## config.mk

```make
export PLATFORM = sky130hd
export DESIGN_NAME = mpd_mac
export DESIGN_NICKNAME = d
export VERILOG_FILES = /design/src/rtl/mpd_pkg.sv /design/src/rtl/mpd_mac.sv
export SDC_FILE = /design/constraint.sdc
export NUM_CORES = 2
export LEC_CHECK = 0
export BUFFER_PORTS_ARGS = -buffer_cell sky130_fd_sc_hd__buf_2
export CAP_MARGIN = 20
export CORE_UTILIZATION = 58
export DETAILED_ROUTE_END_ITERATION = 10
export GPL_ROUTABILITY_DRIVEN = 0
export PLACE_DENSITY_LB_ADDON = 0.3
export SYNTH_ARGS = -nofsm -noshare
export SYNTH_HDL_FRONTEND = slang
export SYNTH_SLANG_ARGS = --single-unit
```

## constraint.sdc

```tcl
create_clock -name clk -period 4.1 [get_ports clk]
set_input_delay 0.82 -clock clk [delete_from_list [all_inputs] [get_ports clk]]
set_output_delay 0.82 -clock clk [all_outputs]
set_load 0.1 [all_outputs]
```

## src/rtl/mpd_pkg.sv

```systemverilog
// Package for the multi-tap ping-pong delay: sizes, register codes, sequencer states,
// tap tables and the saturation helper. No dependencies.
package mpd_pkg;

	localparam int STORE_DEPTH = 65536;
	localparam int SAMPLE_W    = 24;
	localparam int ADDR_W      = $clog2(STORE_DEPTH);
	localparam int POS_W       = ADDR_W + 8;
	localparam int SUM_W       = 50;
	localparam int WET_W       = SUM_W - 24;
	localparam int GLIDE_W     = 40;
	localparam int MAC_A_W     = 34;
	localparam int MAC_B_W     = 20;
	localparam int ACC_W       = 64;

	// Register indexes.
	localparam logic [1:0] REG_MIX    = 2'd0;
	localparam logic [1:0] REG_GAIN   = 2'd1;
	localparam logic [1:0] REG_DELAY  = 2'd2;
	localparam logic [1:0] REG_SPREAD = 2'd3;

	// Glide channel select.
	localparam logic [1:0] GL_MIX = 2'd0;
	localparam logic [1:0] GL_DLY = 2'd1;
	localparam logic [1:0] GL_SPR = 2'd2;

	localparam logic [16:0] MIX_MAX    = 17'd65536;
	localparam logic [15:0] GAIN_MAX   = 16'd64225;
	localparam logic [23:0] DELAY_MIN  = 24'd256;
	localparam logic [18:0] SPREAD_MAX = 19'd512000;
	localparam logic [16:0] MIX_RST    = 17'd32768;
	localparam logic [15:0] GAIN_RST   = 16'd32768;
	localparam logic [23:0] DELAY_RST  = 24'd12288000;
	localparam logic [18:0] SPREAD_RST = 19'd1280;

	// 0.0001 in Q0.32.
	localparam logic signed [MAC_B_W-1:0] GLIDE_COEF = 20'sd429497;

	localparam logic signed [MAC_B_W-1:0] TAP_WEIGHT [4] =
		'{20'sd19661, 20'sd39322, -20'sd13107, 20'sd6554};
	localparam logic signed [MAC_B_W-1:0] TAP_MULT [4] =
		'{20'sd0, 20'sd2, 20'sd7, 20'sd11};

	localparam logic signed [ACC_W-1:0] S_MAX = (64'sd1 <<< (SAMPLE_W - 1)) - 64'sd1;
	localparam logic signed [ACC_W-1:0] S_MIN = -(64'sd1 <<< (SAMPLE_W - 1));

	typedef enum logic [4:0] {
		S_CLEAR, S_IDLE, S_GLO, S_GHI, S_GWAIT, S_GUPD, S_WRITE,
		S_TPOS, S_TWAIT, S_TADDR, S_TRDA, S_TRDB,
		S_IL0, S_IL1, S_IR0, S_IR1, S_WL, S_WR, S_WWL, S_WWR,
		S_F0, S_F1, S_F2, S_F3, S_F4, S_F5, S_F6, S_F7
	} state_t;

	// One operation for the shared multiply-accumulate unit.
	typedef struct packed {
		logic                       issue;
		logic                       start;
		logic                       shift;
		logic signed [MAC_A_W-1:0]  a;
		logic signed [MAC_B_W-1:0]  b;
		logic signed [ACC_W-1:0]    bias;
	} mac_op_t;

	function automatic logic signed [SAMPLE_W-1:0] sat_sample(input logic signed [ACC_W-1:0] v);
		logic signed [SAMPLE_W-1:0] r;
		if (v > S_MAX) r = S_MAX[SAMPLE_W-1:0];
		else if (v < S_MIN) r = S_MIN[SAMPLE_W-1:0];
		else r = v[SAMPLE_W-1:0];
		return r;
	endfunction

endpackage

```

## src/rtl/mpd_mac.sv

```systemverilog
// Shared multiply-accumulate unit: one registered product stage, then the accumulator.
// Depends on mpd_pkg.
module mpd_mac (
	input  logic             clk,
	input  logic             arst_n,
	input  mpd_pkg::mac_op_t op,
	output logic signed [mpd_pkg::ACC_W-1:0] acc
);
	import mpd_pkg::*;

	localparam int PROD_W = MAC_A_W + MAC_B_W;

	logic                     valid_s1;
	logic                     start_s1;
	logic                     shift_s1;
	logic signed [PROD_W-1:0] prod_s1;
	logic signed [ACC_W-1:0]  bias_s1;
	logic signed [ACC_W-1:0]  prod_x;
	logic signed [ACC_W-1:0]  acc_q;

	// Product stage.
	always_ff @(posedge clk or negedge arst_n) begin
		if (!arst_n) begin
			valid_s1 <= 1'b0;
		end else begin
			valid_s1 <= op.issue;
		end
	end

	always_ff @(posedge clk) begin
		start_s1 <= op.start;
		shift_s1 <= op.shift;
		prod_s1  <= op.a * op.b;
		bias_s1  <= op.bias;
	end

	assign prod_x = {{(ACC_W-PROD_W){prod_s1[PROD_W-1]}}, prod_s1};

	// Accumulate stage; a start loads the bias instead of the running sum.
	always_ff @(posedge clk) begin
		if (valid_s1) begin
			acc_q <= (start_s1 ? bias_s1 : acc_q) + (shift_s1 ? (prod_x <<< 24) : prod_x);
		end
	end

	assign acc = acc_q;
endmodule

```

==> run metrics <==
vias per cell 5.37; Syn Inst Count 3574; count of nets left with antenna violations after detail routing 0; share of the core filled with cells in the final layout 71.2%; Max transition margin 37.1%; post-synthesis xor/xnor area fraction 3.10%; fraction of layout cells with a size suffix above 1 24.3%; worst reg2reg path depth 16; area share of the largest cell type after synthesis 40.4%; maximum number of pins on one net before global-route repair 42; per-cell routed wire length 18.2 um; area of the mapped netlist 0.0333 mm^2; top cell type by total area after synthesis fa_1; violations in the final reports setup timing; slew at the pin closest to its max-slew limit 0.943 ns; largest family of logic cells by synthesized area adder cells; outcome finished with violations; initial core utilization 58.9%; final hold violation count 0; count of synthesis-stage warnings from yosys 0; highest clock rate 146 MHz; CP Data Arrival Time 7.23 ns; compound-cell area share of the yosys netlist 7.30%; most used flip-flop cell after synthesis dfxtp_1; later-pin clock latency in the skew report 0.46 ns; clock root cell clkbuf_16; clock tree skew after final layout 0.00941 ns; vertical die dimension 242 um; fin worst setup slack -2.76 ns; flops & latches, synth 185; post-synthesis async set-or-reset flop share 0.541%; reported max-cap violation count 0; total via count in the routed design 25829; multiplexer share of the synthesized area 3.20%; number of top-level pins 187; Hold Path Class in2async; crit path buf inv count 9; clock-pin slew on the worst setup and hold paths 0.07 ns; # clock sinks 185; sum of overflow across all layers after global routing 0; share of the yosys chip area belonging to registers 13.0%; final max-slew violation count 0; initial antenna violation count 3; non-filler instance count after layout 4807; synth unique cells 69; area of the die 0.0584 mm^2; vias in the first global route 27308; critical setup path kind in2reg; RSZ-0062 raised after global routing yes; data required time at the worst endpoint 4.48 ns; Total Wirelength 87.4 mm; Net Count, Synth 4568; clock buffer depth 2; cell depth of the worst setup path 27; type of destination of the critical path flip-flop; post-place instance area 0.0379 mm^2; CTS H-tree lvls 4; Multi-input gate area 0.0266 mm^2; Std-Cell Rows 87; global-route wire length before repair 141 mm; clock period minus worst slack 6.86 ns; number of failing setup endpoints in the final timing report 48; largest incremental delay on the critical path 0.58 ns; placed wire-length estimate after detailed placement 73.6 mm; number of DRC violations after detailed routing 0; Tot GR Track Use 30.3%; number of optimization iterations in the first detailed-route pass 5; post-synthesis simple-gate area fraction 14.9%; CP max FO 9; Non-Filler Cell Area, Final 0.0403 mm^2; slack of the worst reg-to-reg path 0.14 ns; horizontal die dimension 242 um; master of the slowest instance on the critical path fa_1; cell mode on critical path fa_1; beginning of the worst register-to-register path prod_s1[0]; number of enable flip-flop cells after synthesis 64; buffers added on ports 186; TritonCTS clock tree done; Initial DRC Count 1852; # placed instances 4726; nets 5031; area growth from synthesis to final layout 20.8%; Inserted Clock Buffers 17; startpoint kind of the worst setup timing path input pin; period utilization 167%; total of fill cells in the finished design 4130; Sequential Area 0.00436 mm^2; capturing point of the worst reg2reg path acc[62]; cell class contributing the biggest share of worst-path delay adder cells; core footprint 0.0566 mm^2; adder-cell share of the synthesized area 47.8%; mean instance size in the synthesized netlist 9.33 um^2; most area-consuming cells after synthesis fa_1, inv_1, ha_1
[final cells by class]
cell class / instances / area share (%)
Antenna cell: 1 / 0.00621
Clock buffer: 17 / 1.06
Clock inverter: 15 / 0.373
Inverter: 768 / 7.17
Multi-Input combinational cell: 2451 / 65.9
Sequential cell: 185 / 10.8
Tap cell: 756 / 2.35
Timing Repair Buffer: 614 / 12.3
[cells in the mapped netlist (4+ instances only)]
cell and count:
inv_1 767, fa_1 673, nand2_1 394, and2_1 353
ha_1 198, clkbuf_1 159, dfxtp_1 120, a21oi_1 117
mux2_2 92, nor2_1 87, xnor2_1 76, o21ai_0 67
edfxtp_1 64, a21o_1 60, xor2_1 42, nor2b_1 39
nand3_1 32, nor3_1 24, nand2b_1 23, o21bai_1 17
and3_1 13, nand4_1 13, a211oi_1 12, o21a_1 12
a21boi_0 10, a31oi_1 10, o211ai_1 9, a311oi_1 6
buf_2 6, o31ai_1 5, a2111oi_0 4, a311o_1 4
o21ai_1 4
[worst max-delay path by stage]
stage          startpoint     endpoint  slack (ns)
2_1_floorplan      op[74]  prod_s1[47]       -2.80
3_3_place_gp       op[92]  prod_s1[53]       -3.26
3_5_place_dp       op[71]  prod_s1[47]       -3.29
4_1_cts            op[93]  prod_s1[51]       -2.65
5_1_grt           op[102]  prod_s1[47]       -2.96
6_report           op[74]  prod_s1[39]       -2.76
[per-layer routing]
metal  part of all wire, %  track usage, %  routed length [um]
met1                    42            41.9               37100
met2                    47            49.5               41100
met3                   7.7            5.28                6710
met4                   2.8            8.38                2440
met5                 0.015               0                  13
[metrics by stage]
step | hold slack [ns] | setup slack, ns | TNS, ns
2_1_floorplan | 0.524 | -2.80 | -98.16
3_3_place_gp | 0.597 | -3.26 | -126.14
3_5_place_dp | 0.595 | -3.29 | -128.87
4_1_cts | 0.106 | -2.65 | -96.75
5_1_grt | 0.112 | -2.96 | -108.77
6_report | 0.124 | -2.76 | -101.13
[sequential cells by signal, indices dropped and copies added, names as in the netlist]
register  count
bias_s1      64
shift_s1      1
prod_s1      54
valid_s1      1
start_s1      1
acc          64
[cells in the final DEF (no fill, tap or decap), types with 16 or more instances in the layout]
cell type,instances
inv_2,30
ha_4,27
nand3_1,31
edfxtp_1,64
nand2_1,382
nor2_1,81
xnor2_1,71
o21bai_1,16
nand2b_1,23
a21oi_1,90
xor2_1,42
and2_4,38
and2_1,315
buf_12,25
buf_6,61
nor3_1,18
a21o_1,60
nor2b_1,39
inv_1,737
buf_2,147
clkbuf_16,18
o21ai_0,46
a21oi_2,24
fa_2,31
dfxtp_1,118
buf_4,366
ha_1,168
mux2_2,92
fa_1,642
[cells by family (layout without fill, tap and decap cells)]
group	Yosys count	count (layout)
flip-flops	185	185
adder cells (fa/ha/maj)	871	871
buffers and inverters	938	1414
other	0	1
AO/OA/AOI/OAI	372	372
multiplexers	95	95
AND/OR/NAND/NOR	995	995
XOR/XNOR	118	118
[repair_timing]
| action | CTS | global route |
|---|---|---|
| cloned | 3 | 1 |
| buffers inserted | 36 | 13 |
| endpoints found under the setup margin | 51 | 57 |
| resized for setup | 233 | 108 |
| pin swaps | 131 | 79 |
| hold buffers | 0 | 0 |
Power is not shown: default switching activity piles up to over one toggle a cycle in this logic, so the estimate is an artifact.
